### src/rtl/core/spdc_pkg.sv
// ----------------------------------------------------------------------------
// spdc_pkg
// Shared widths, header constants, register indexes, control structs and the
// CRC-8 byte update for the packet deframer.
// ----------------------------------------------------------------------------
package spdc_pkg;

  localparam int unsigned BYTE_W          = 8;
  localparam int unsigned ID_W            = 2;
  localparam int unsigned LEN_W           = 6;
  localparam int unsigned POS_W           = 5;
  localparam int unsigned CFG_IDX_W       = 1;
  localparam int unsigned MAX_PAYLOAD_DEF = 32;

  localparam logic [BYTE_W-1:0] HDR_FIRST  = 8'hA5;
  localparam logic [BYTE_W-1:0] HDR_SECOND = 8'h5A;
  localparam logic [BYTE_W-1:0] ID_LIMIT   = 8'h03;

  localparam logic [CFG_IDX_W-1:0] CFG_POLY   = 1'b0;
  localparam logic [CFG_IDX_W-1:0] CFG_MAXLEN = 1'b1;

  localparam logic [BYTE_W-1:0] POLY_RST   = 8'h07;
  localparam logic [LEN_W-1:0]  MAXLEN_RST = 6'd32;

  // Payload memory write request
  typedef struct packed {
    logic              en;
    logic [LEN_W-1:0]  addr;
    logic [BYTE_W-1:0] data;
  } spdc_wr_t;

  // Readout start request
  typedef struct packed {
    logic             go;
    logic [ID_W-1:0]  sensor;
    logic [LEN_W-1:0] length;
  } spdc_start_t;

  typedef struct packed {
    logic [ID_W-1:0]  sensor;
    logic [LEN_W-1:0] length;
    logic [POS_W-1:0] position;
    logic             last;
  } spdc_meta_t;

  typedef struct packed {
    spdc_meta_t        meta;
    logic [BYTE_W-1:0] value;
  } spdc_result_t;

  // MSB-first CRC-8 update over one byte, no reflection
  function automatic logic [BYTE_W-1:0] crc8_add(input logic [BYTE_W-1:0] crc,
                                                 input logic [BYTE_W-1:0] b,
                                                 input logic [BYTE_W-1:0] poly);
    logic [BYTE_W-1:0] c;
    c = crc ^ b;
    for (int i = 0; i < 8; i++) begin
      c = c[7] ? ((c << 1) ^ poly) : (c << 1);
    end
    return c;
  endfunction

endpackage

### src/rtl/core/spdc_readout.sv
// ----------------------------------------------------------------------------
// spdc_readout
// Payload memory with one write and one registered read port, plus the
// sequencer that streams a checked packet out one word per cycle unless stalled.
// ----------------------------------------------------------------------------
module spdc_readout #(
  parameter int unsigned MAX_PAYLOAD = spdc_pkg::MAX_PAYLOAD_DEF
) (
  input  logic                 clk,
  input  logic                 rst_n,
  input  spdc_pkg::spdc_wr_t    wr,
  input  spdc_pkg::spdc_start_t start,
  output logic                 busy,
  output logic                 out_valid,
  input  logic                 out_ready,
  output spdc_pkg::spdc_result_t out_res
);
  import spdc_pkg::*;

  localparam int unsigned AW = (MAX_PAYLOAD > 1) ? $clog2(MAX_PAYLOAD) : 1;

  logic [BYTE_W-1:0] mem [MAX_PAYLOAD];
  logic [BYTE_W-1:0] mem_q_r;

  logic             busy_r, busy_nxt;
  logic [LEN_W-1:0] rd_idx_r, rd_idx_nxt;
  logic [LEN_W-1:0] rd_len_r, rd_len_nxt;
  logic [ID_W-1:0]  rd_sensor_r, rd_sensor_nxt;
  logic             pend_r, pend_nxt;
  spdc_meta_t       pend_meta_r, pend_meta_nxt;
  logic             out_valid_r, out_valid_nxt;
  spdc_result_t     out_res_r, out_res_nxt;

  logic             load_out;
  logic             issue;
  logic [LEN_W-1:0] rd_idx_inc;
  logic             rd_last;

  assign load_out   = pend_r && (!out_valid_r || out_ready);
  assign issue      = busy_r && (!pend_r || load_out);
  assign rd_idx_inc = rd_idx_r + 1'b1;
  assign rd_last    = (rd_idx_inc == rd_len_r);

  always_ff @(posedge clk) begin
    if (wr.en) begin
      mem[wr.addr[AW-1:0]] <= wr.data;
    end
    if (issue) begin
      mem_q_r <= mem[rd_idx_r[AW-1:0]];
    end
  end

  always_comb begin
    busy_nxt      = busy_r;
    rd_idx_nxt    = rd_idx_r;
    rd_len_nxt    = rd_len_r;
    rd_sensor_nxt = rd_sensor_r;
    pend_nxt      = pend_r;
    pend_meta_nxt = pend_meta_r;
    out_valid_nxt = out_valid_r;
    out_res_nxt   = out_res_r;

    if (start.go) begin
      busy_nxt      = 1'b1;
      rd_idx_nxt    = '0;
      rd_len_nxt    = start.length;
      rd_sensor_nxt = start.sensor;
    end else if (issue) begin
      rd_idx_nxt = rd_idx_inc;
      if (rd_last) begin
        busy_nxt = 1'b0;
      end
    end

    if (issue) begin
      pend_nxt               = 1'b1;
      pend_meta_nxt.sensor   = rd_sensor_r;
      pend_meta_nxt.length   = rd_len_r;
      pend_meta_nxt.position = rd_idx_r[POS_W-1:0];
      pend_meta_nxt.last     = rd_last;
    end else if (load_out) begin
      pend_nxt = 1'b0;
    end

    if (load_out) begin
      out_valid_nxt     = 1'b1;
      out_res_nxt.meta  = pend_meta_r;
      out_res_nxt.value = mem_q_r;
    end else if (out_ready) begin
      out_valid_nxt = 1'b0;
    end
  end

  always_ff @(posedge clk) begin
    if (!rst_n) begin
      busy_r      <= 1'b0;
      rd_idx_r    <= '0;
      pend_r      <= 1'b0;
      out_valid_r <= 1'b0;
    end else begin
      busy_r      <= busy_nxt;
      rd_idx_r    <= rd_idx_nxt;
      pend_r      <= pend_nxt;
      out_valid_r <= out_valid_nxt;
    end
  end

  always_ff @(posedge clk) begin
    rd_len_r    <= rd_len_nxt;
    rd_sensor_r <= rd_sensor_nxt;
    pend_meta_r <= pend_meta_nxt;
    out_res_r   <= out_res_nxt;
  end

  assign busy      = busy_r;
  assign out_valid = out_valid_r;
  assign out_res   = out_res_r;

endmodule

### src/rtl/core/sensor_packet_deframer_crc8.sv
// Input: one byte word per cycle while not streaming out a packet.
// A matching CRC byte starts a readout of N payload words (N = length),
// each read through the payload memory's single read port into a read
// register, then loaded into the output register, one word per cycle while
// out_ready holds. in_ready stays low until the last word's read issues.
// Synchronous active-low reset: hunt for header, CRC 0, registers to reset.
// ----------------------------------------------------------------------------
// sensor_packet_deframer_crc8
// Header-hunting packet deframer with a programmable CRC-8 check. Buffers
// the payload in a small memory and releases it only on a good CRC.
// ----------------------------------------------------------------------------
module sensor_packet_deframer_crc8 #(
  parameter int unsigned MAX_PAYLOAD = spdc_pkg::MAX_PAYLOAD_DEF
) (
  input  logic                            clk,
  input  logic                            rst_n,
  // byte input
  input  logic                            in_valid,
  output logic                            in_ready,
  input  logic [spdc_pkg::BYTE_W-1:0]     in_data_byte,
  // payload result words
  output logic                            out_valid,
  input  logic                            out_ready,
  output logic [spdc_pkg::ID_W-1:0]       out_sensor_number,
  output logic [spdc_pkg::LEN_W-1:0]      out_packet_length,
  output logic [spdc_pkg::BYTE_W-1:0]     out_payload_value,
  output logic [spdc_pkg::POS_W-1:0]      out_byte_position,
  output logic                            out_last_of_packet,
  // register writes
  input  logic                            cfg_wr_en,
  input  logic [spdc_pkg::CFG_IDX_W-1:0]  cfg_index,
  input  logic [spdc_pkg::BYTE_W-1:0]     cfg_data
);
  import spdc_pkg::*;

  // Frame phases, one-hot
  typedef enum logic [5:0] {
    PH_HDR1  = 6'b000001,
    PH_HDR2  = 6'b000010,
    PH_ID    = 6'b000100,
    PH_LEN   = 6'b001000,
    PH_DATA  = 6'b010000,
    PH_CHECK = 6'b100000
  } spdc_phase_t;

  localparam logic [LEN_W:0] MAX_P = (LEN_W+1)'(MAX_PAYLOAD);

  spdc_phase_t       phase_r, phase_nxt;
  logic [BYTE_W-1:0] crc_r, crc_nxt;
  logic [LEN_W-1:0]  fill_r, fill_nxt;
  logic [LEN_W-1:0]  len_r, len_nxt;
  logic [ID_W-1:0]   sensor_r, sensor_nxt;
  logic [BYTE_W-1:0] poly_r;
  logic [LEN_W-1:0]  maxlen_r;

  logic              in_fire;
  logic              rd_busy;
  logic [BYTE_W-1:0] crc_cont;
  logic [BYTE_W-1:0] crc_seed;
  logic [LEN_W:0]    len_limit;
  logic [LEN_W-1:0]  fill_inc;
  spdc_wr_t          wr;
  spdc_start_t       start;
  spdc_result_t      res;

  // Hold off new bytes while the readout is still issuing memory reads.
  assign in_ready = !rd_busy;
  assign in_fire  = in_valid && in_ready;

  assign crc_cont = crc8_add(crc_r, in_data_byte, poly_r);
  assign crc_seed = crc8_add('0, in_data_byte, poly_r);
  assign fill_inc = fill_r + 1'b1;

  // Accepted length ceiling: the smaller of the register and the buffer depth.
  assign len_limit = ({1'b0, maxlen_r} < MAX_P) ? {1'b0, maxlen_r} : MAX_P;

  always_comb begin
    phase_nxt  = phase_r;
    crc_nxt    = crc_r;
    fill_nxt   = fill_r;
    len_nxt    = len_r;
    sensor_nxt = sensor_r;
    wr         = '0;
    start      = '0;

    if (in_fire) begin
      unique case (phase_r)
        PH_HDR1: begin
          if (in_data_byte == HDR_FIRST) begin
            fill_nxt  = '0;
            crc_nxt   = crc_seed;
            phase_nxt = PH_HDR2;
          end
        end
        PH_HDR2: begin
          // A repeated first header byte restarts the sync over itself.
          if (in_data_byte == HDR_SECOND) begin
            crc_nxt   = crc_cont;
            phase_nxt = PH_ID;
          end else if (in_data_byte == HDR_FIRST) begin
            crc_nxt = crc_seed;
          end else begin
            phase_nxt = PH_HDR1;
          end
        end
        PH_ID: begin
          if (in_data_byte <= ID_LIMIT) begin
            sensor_nxt = in_data_byte[ID_W-1:0];
            crc_nxt    = crc_cont;
            phase_nxt  = PH_LEN;
          end else begin
            phase_nxt = PH_HDR1;
          end
        end
        PH_LEN: begin
          if (in_data_byte != '0 && in_data_byte <= {1'b0, len_limit}) begin
            len_nxt   = in_data_byte[LEN_W-1:0];
            crc_nxt   = crc_cont;
            fill_nxt  = '0;
            phase_nxt = PH_DATA;
          end else begin
            phase_nxt = PH_HDR1;
          end
        end
        PH_DATA: begin
          // Store the payload word and advance the fill pointer.
          wr.en     = 1'b1;
          wr.addr   = fill_r;
          wr.data   = in_data_byte;
          fill_nxt  = fill_inc;
          crc_nxt   = crc_cont;
          if (fill_inc >= len_r) begin
            phase_nxt = PH_CHECK;
          end
        end
        PH_CHECK: begin
          // Release the buffered packet on a match, drop it silently otherwise.
          phase_nxt = PH_HDR1;
          fill_nxt  = '0;
          if (in_data_byte == crc_r) begin
            start.go     = 1'b1;
            start.sensor = sensor_r;
            start.length = len_r;
          end
        end
        default: begin
          phase_nxt = PH_HDR1;
          crc_nxt   = '0;
          fill_nxt  = '0;
        end
      endcase
    end
  end

  always_ff @(posedge clk) begin
    if (!rst_n) begin
      phase_r  <= PH_HDR1;
      crc_r    <= '0;
      fill_r   <= '0;
      len_r    <= '0;
      sensor_r <= '0;
    end else begin
      phase_r  <= phase_nxt;
      crc_r    <= crc_nxt;
      fill_r   <= fill_nxt;
      len_r    <= len_nxt;
      sensor_r <= sensor_nxt;
    end
  end

  // Register file: polynomial and length ceiling, write-only.
  always_ff @(posedge clk) begin
    if (!rst_n) begin
      poly_r   <= POLY_RST;
      maxlen_r <= MAXLEN_RST;
    end else if (cfg_wr_en) begin
      unique case (cfg_index)
        CFG_POLY:   poly_r   <= cfg_data;
        CFG_MAXLEN: maxlen_r <= cfg_data[LEN_W-1:0];
      endcase
    end
  end

  spdc_readout #(
    .MAX_PAYLOAD(MAX_PAYLOAD)
  ) u_readout (
    .clk      (clk),
    .rst_n    (rst_n),
    .wr       (wr),
    .start    (start),
    .busy     (rd_busy),
    .out_valid(out_valid),
    .out_ready(out_ready),
    .out_res  (res)
  );

  assign out_sensor_number  = res.meta.sensor;
  assign out_packet_length  = res.meta.length;
  assign out_payload_value  = res.value;
  assign out_byte_position  = res.meta.position;
  assign out_last_of_packet = res.meta.last;

endmodule

### config.mk
export PLATFORM = sky130hd
export DESIGN_NAME = sensor_packet_deframer_crc8
export DESIGN_NICKNAME = d
export VERILOG_FILES = /design/src/rtl/core/spdc_pkg.sv /design/src/rtl/core/spdc_readout.sv /design/src/rtl/core/sensor_packet_deframer_crc8.sv
export SDC_FILE = /design/constraint.sdc
export NUM_CORES = 1
export LEC_CHECK = 0
export ABC_AREA = 0
export ABC_CLOCK_PERIOD_IN_PS = 12100
export BUFFER_PORTS_ARGS = -buffer_cell sky130_fd_sc_hd__buf_2
export CAP_MARGIN = 20
export CORE_MARGIN = 8
export CORE_UTILIZATION = 45
export DETAILED_ROUTE_END_ITERATION = 8
export GPL_ROUTABILITY_DRIVEN = 0
export PLACE_DENSITY = 0.68
export SYNTH_ARGS = -nofsm -noshare
export SYNTH_HDL_FRONTEND = slang
export SYNTH_HIERARCHICAL = 1
export SYNTH_SLANG_ARGS = --single-unit
### constraint.sdc
create_clock -name clk -period 12.1 [get_ports clk]
set_clock_uncertainty 0.05 [all_clocks]
set_input_delay 1.21 -clock clk [delete_from_list [all_inputs] [get_ports clk]]
set_output_delay 1.21 -clock clk [all_outputs]
set_load 0.05 [all_outputs]
# After elaboration in Yosys (flattened, before gate mapping)
# Memories as Yosys holds them, arrays and structs flattened. A register that Yosys moved wholly into a read port is not among the register bits.
# Cells that the tools add are included.
[totals]
inputBits = 22
memories = 1
ram_bits = 256
regBits = 95
[op_classes]
bitwise_logic = 21
n_reduce_logical = 25
n_eq_ne = 15
order_cmp = 4
n_mux = 46
addsub = 2
[mem_list]
columns = ["name", "words", "width", "read_ports", "rd_ports_with_merged_regs", "wr", "line_no", "text"]
rows = [
  ["u_readout.mem", 32, 8, 1, 1, 1, "spdc_readout.sv:22", "logic [BYTE_W-1:0] mem [MAX_PAYLOAD];"],
]
[ops]
columns = ["operator", "n"]
rows = [
  ["8-bit 2-to-1 mux", 20],
  ["8-bit bitwise XOR", 17],
  ["8-bit one-hot mux with 6 select lines", 1],
  ["6-bit 2-to-1 mux", 7],
  ["15-bit 2-to-1 mux", 2],
  ["6-bit one-hot mux with 5 select lines", 1],
  ["9-bit 2-to-1 mux", 3],
  ["6-bit one-hot mux with 4 select lines", 1],
  ["6-bit by 1-bit adder with 6-bit output, second input constant", 2],
  ["4-bit AND reduction", 3],
  ["1-bit 2-to-1 mux", 9],
  ["3-bit AND reduction", 3],
  ["8-bit by 7-bit == test with 1-bit output, second input constant", 1],
  ["8-bit == test", 1],
  ["8-bit == test, second input constant", 1],
  ["8-bit by 2-bit less-or-equal comparator with 1-bit output, second input constant", 1],
  ["8-bit by 6-bit less-or-equal comparator with 1-bit output", 1],
  ["2-bit != test, second input constant", 4],
  ["2-bit nonzero test", 4],
  ["8-bit nonzero test", 1],
  ["6-bit by 1-bit == test with 1-bit output, second input constant", 1],
  ["6-bit by 2-bit == test with 1-bit output, second input constant", 1],
  ["6-bit by 3-bit == test with 1-bit output, second input constant", 1],
  ["6-bit by 4-bit == test with 1-bit output, second input constant", 1],
  ["other kinds (14)", 26],
]

# Depth between registers and ports, before layout
[logic_depth]
depth_word = 19
mapped_depth = 17
ltp_nobuf = 16

# Cells and area by module
# Netlist, hierarchy kept.
[modules_own_cells]
columns = ["module", "area_per_inst_um2", "seq_area_each_um2", "cells_each", "n_inst"]
rows = [
  ["spdc_readout", 12086.6, 9429.0, 521, 1],
  ["sensor_packet_deframer_crc8", 5372.7, 840.8, 745, 1],
]

# Least setup slack after synthesis
# No wires, ideal clock.
[synth_path]
path_kind = "input to register"
startpoint = "input port in_data_byte[7] (netlist name)"
endpoint = "register crc_r[7]"
arrival_ns = 4.497
path_buffers = 2
stages = 13
setup_slack_ns = 7.431
required_ns = 11.928
path_cell_list = "buf_6 -> xnor2_2 -> buf_6 -> a21oi_1 -> o311a_1 -> o41ai_4 -> mux2i_1 -> xor2_2 -> xnor2_2 -> or4_1 -> nand3_1 -> xnor2_1 -> a221o_1"
[synth_between]
elab_chain_len = 18
word_cells_on_any_way = 45
[synth_lines]
columns = ["item", "line_no", "text"]
rows = [
  ["start, declared", "sensor_packet_deframer_crc8.sv:20", "input logic [spdc_pkg::BYTE_W-1:0] in_data_byte,"],
  ["8-bit bitwise XOR / 8-bit 2-to-1 mux (equally long branches)", "spdc_pkg.sv:56, spdc_pkg.sv:58", ""],
  ["8-bit 2-to-1 mux / 8-bit bitwise XOR (equally long branches)", "spdc_pkg.sv:58", "c = c[7] ? ((c << 1) ^ poly) : (c << 1);"],
  ["8-bit bitwise XOR / 8-bit 2-to-1 mux (equally long branches)", "spdc_pkg.sv:58", ""],
  ["8-bit 2-to-1 mux / 8-bit bitwise XOR (equally long branches)", "spdc_pkg.sv:58", ""],
  ["8-bit bitwise XOR / 8-bit 2-to-1 mux (equally long branches)", "spdc_pkg.sv:58", ""],
  ["8-bit 2-to-1 mux / 8-bit bitwise XOR (equally long branches)", "spdc_pkg.sv:58", ""],
  ["8-bit bitwise XOR / 8-bit 2-to-1 mux (equally long branches)", "spdc_pkg.sv:58", ""],
  ["8-bit 2-to-1 mux / 8-bit bitwise XOR (equally long branches)", "spdc_pkg.sv:58", ""],
  ["[... 2 more ...]", "n/a", ""],
  ["8-bit bitwise XOR / 8-bit 2-to-1 mux (equally long branches)", "spdc_pkg.sv:58", ""],
  ["8-bit 2-to-1 mux / 8-bit bitwise XOR (equally long branches)", "spdc_pkg.sv:58", ""],
  ["8-bit bitwise XOR / 8-bit 2-to-1 mux (equally long branches)", "spdc_pkg.sv:58", ""],
  ["8-bit 2-to-1 mux / 8-bit bitwise XOR (equally long branches)", "spdc_pkg.sv:58", ""],
  ["8-bit bitwise XOR / 8-bit 2-to-1 mux (equally long branches)", "spdc_pkg.sv:58", ""],
  ["8-bit 2-to-1 mux (on tied branches)", "spdc_pkg.sv:58, sensor_packet_deframer_crc8.sv:89, sensor_packet_deframer_crc8.sv:100", ""],
  ["8-bit 2-to-1 mux (on tied branches)", "sensor_packet_deframer_crc8.sv:116, sensor_packet_deframer_crc8.sv:97, sensor_packet_deframer_crc8.sv:107", ""],
  ["8-bit one-hot mux with 6 select lines", "sensor_packet_deframer_crc8.sv:87", "unique case (phase_r)"],
  ["end signal, assigned", "sensor_packet_deframer_crc8.sv:164", "crc_r <= crc_nxt;"],
  ["end, declared", "sensor_packet_deframer_crc8.sv:49", "logic [BYTE_W-1:0] crc_r, crc_nxt;"],
]
# Parallel ways exist; a longest one is shown, timed or not. The select of a mux whose other input is x is not followed.
# A chain may end at the register's enable or synchronous reset.

# Final worst setup path
[layout_path]
startpoint = "input port in_data_byte[6] (netlist name)"
endpoint = "register crc_r[3]"
[layout_between]
elab_chain_len = 17
word_cells_on_any_way = 45
[layout_lines]
columns = ["item", "line_no"]
rows = [
  ["8-bit bitwise XOR (on tied branches)", "spdc_pkg.sv:56, spdc_pkg.sv:58"],
  ["8-bit bitwise XOR / 8-bit 2-to-1 mux (equally long branches)", "spdc_pkg.sv:58"],
  ["8-bit 2-to-1 mux", "spdc_pkg.sv:58"],
  ["8-bit 2-to-1 mux / 8-bit bitwise XOR (equally long branches)", "spdc_pkg.sv:58"],
  ["8-bit bitwise XOR / 8-bit 2-to-1 mux (equally long branches)", "spdc_pkg.sv:58"],
  ["8-bit 2-to-1 mux / 8-bit bitwise XOR (equally long branches)", "spdc_pkg.sv:58"],
  ["8-bit bitwise XOR / 8-bit 2-to-1 mux (equally long branches)", "spdc_pkg.sv:58"],
  ["8-bit 2-to-1 mux / 8-bit bitwise XOR (equally long branches) (2 in series)", "spdc_pkg.sv:58"],
  ["8-bit bitwise XOR / 8-bit 2-to-1 mux (equally long branches)", "spdc_pkg.sv:58"],
  ["8-bit 2-to-1 mux / 8-bit bitwise XOR (equally long branches)", "spdc_pkg.sv:58"],
  ["8-bit bitwise XOR / 8-bit 2-to-1 mux (equally long branches)", "spdc_pkg.sv:58"],
  ["8-bit 2-to-1 mux / 8-bit bitwise XOR (equally long branches)", "spdc_pkg.sv:58"],
  ["8-bit bitwise XOR / 8-bit 2-to-1 mux (equally long branches)", "spdc_pkg.sv:58"],
  ["8-bit 2-to-1 mux (on tied branches)", "spdc_pkg.sv:58, sensor_packet_deframer_crc8.sv:89, sensor_packet_deframer_crc8.sv:100"],
  ["8-bit 2-to-1 mux (on tied branches)", "sensor_packet_deframer_crc8.sv:116, sensor_packet_deframer_crc8.sv:97, sensor_packet_deframer_crc8.sv:107"],
  ["8-bit one-hot mux with 6 select lines", "sensor_packet_deframer_crc8.sv:87"],
]
# Parallel ways exist; a longest one is shown, timed or not. The select of a mux whose other input is x is not followed.

==> run metrics <==
die area 45350 sq um; total power 2.736 mW; setup slack at placement 5.951 ns; GRT overflow 0; drt first pass iters 5; maximum VDD drop 0.0001282 V; Antenna Cells 0; die height 212.9 um; Num Clock Sinks 359; global-route wire length before repair 59020 um; Leak 5.575 nW; Crit Path Category in -> reg; critical path, cell by cell buf_2 -> nand2_1 -> o211ai_1 -> xor2_1 -> a2111oi_0 -> nor4b_1 -> inv_1 -> or4_1 -> a32oi_1 -> nand2_1 -> xor2_2 -> nand3b_1 -> a21oi_1 -> a221o_1; initial antenna violation count 0; vias per cell 5.712; layout cells sized above 1 0.1831; HPWL after DPL 24390 um; Hold WC Path Type reg -> reg; final setup fails 0; relative slew slack 0.2381; PwrDens 140.7 nW/um^2; DRT iter0 DRCs 844; hold path start u_readout/pend_meta_r[8]; CTS clk-pin slew, worst paths 0.07 ns; row cnt 72; worst skew pair latency 0.52 ns; Final WS setup 6.338 ns; Min Clock Period, post-route 5.762 ns; Final Routed Wirelength 37960 um; fin. max-slew vios 0; worst-margin pin slew 1.141 ns; Final Util 0.5056; max_cap viols 0; Worst Hold Path Cells 0; setup tns final 0 ns; # port buffers 45; CP Data Required Time 12.46 ns; H-tree level count 2; Crit path top cell by count nand2_1; syn_area_per_cell 13.80 sq um; Inserted Clock Buffers 36; R2R Setup Slk 6.65 ns; Core Area 38470 sq um; post-CTS setup buffer count 0; instance count of the mapped netlist 1265; Crit. End Element flip-flop; status complete, no violations; Layout Nets 1336; reg2reg end crc_r[3]; CTS Buffer Depth 3; crit start category input port; YS warnings 6; mapped cell area 17450 sq um; max frequency 0.1735 GHz; IO Pins 46; Layout area overhead 11.42%; Syn Nets 1301; Cell Count, Final, Fillers Out 1845; Die W 212.9 um; Final Hold Fails 0; CP arrival 6.13 ns; fin area 19450 sq um; reg2reg path depth 14; post-cts sizing count 0; Placed Cells 1773; via count of the first global-routing pass 10290; RSZ-0062 raised after global routing no; Worst path slowest cell xor2_1; hold slack 0.3669 ns; antenna-violating nets left 0; CTS tree yes; hold_buf cts 0; Hold Path End u_readout/out_res[16]; Worst path max stage delay 0.78 ns; initial core utilization 0.4537; Root Driver clkbuf_16; GRT Total Usage 0.1662; DRC Markers 0; largest net degree at the start of global routing 60; Worst R2R Start poly_r[7]; peak fanout along the critical path 24; per-cell routed wire length 20.57 um; Area after DPL 18080 sq um; vias after detailed routing 10539; final period utilization 0.4762
==> critical path: cells and delay by family <==
kind | cells | cell delay (ns)
AOI/OAI and AO/OA | 5 | 1.66
xor gates and xnor gates | 2 | 1.09
buffers and inverters | 2 | 0.53
and+or+nand+nor | 5 | 1.63
==> layout make-up <==
class | instances | area, sq um
fill | 3218 | 19020
sequential | 359 | 10280
multi-input combinational | 810 | 6718
clock buffer | 41 | 960.9
tap | 518 | 648.1
timing repair buffer | 69 | 520.5
clock inverter | 24 | 234.0
inverter | 24 | 90.09
==> registers in the layout (all words and copies together), names as in the netlist <==
register,flops
u_readout/rd_idx_r,6
u_readout/mem_q_r,8
sensor_r,2
u_readout/rd_len_r,6
u_readout/rd_sensor_r,2
u_readout/pend_meta_r,14
maxlen_r,6
poly_r,8
u_readout/busy,1
crc_r,8
u_readout/pend_r,1
len_r,6
u_readout/out_valid,1
u_readout/out_res,22
u_readout/mem,256
phase_r,6
fill_r,6
==> metal layers <==
metal,part of all wire,up-vias,GRT usage
met1,0.43,5286,0.2230
li1,-,4872,-
met5,0,-,0
met2,0.49,328,0.2793
met3,0.054,53,0.02275
met4,0.022,0,0.04974
==> how the worst max path moves through the flow <==
stage | from | to | slack [ns] | depth (start not counted)
floorplan | in_data_byte[7] | crc_r[7] | 7.43 | 13
global placement | in_data_byte[6] | crc_r[3] | 6.03 | 14
detailed placement | in_data_byte[6] | crc_r[3] | 5.95 | 14
CTS | in_data_byte[6] | crc_r[3] | 6.51 | 14
global route | in_data_byte[6] | crc_r[3] | 5.85 | 14
finish | in_data_byte[6] | crc_r[3] | 6.34 | 14
==> cells in the final DEF, fill, tap and decap left out, drive strengths merged, types with 10 or more instances in the layout <==
| cell type | count |
|---|---|
| edfxtp | 308 |
| nand2 | 149 |
| xnor2 | 89 |
| nor2 | 88 |
| mux4 | 80 |
| buf | 69 |
| dfxtp | 51 |
| a21oi | 44 |
| clkbuf | 41 |
| nand3 | 36 |
| xor2 | 30 |
| o21ai | 27 |
| inv | 27 |
| nor3 | 19 |
| and3 | 16 |
| mux2i | 16 |
| clkinv | 15 |
| ha | 14 |
| nand2b | 12 |
| nor4 | 12 |
| nor2b | 11 |
| and2 | 10 |
==> power by group <==
group	internal [mW]	switching, mW	total [mW]
Clock	0.660	0.462	1.12
Combinational	0.120	0.163	0.283
Sequential	1.33	0.00370	1.33
Total	2.11	0.629	2.74
Power figures use the tool's default switching activity.
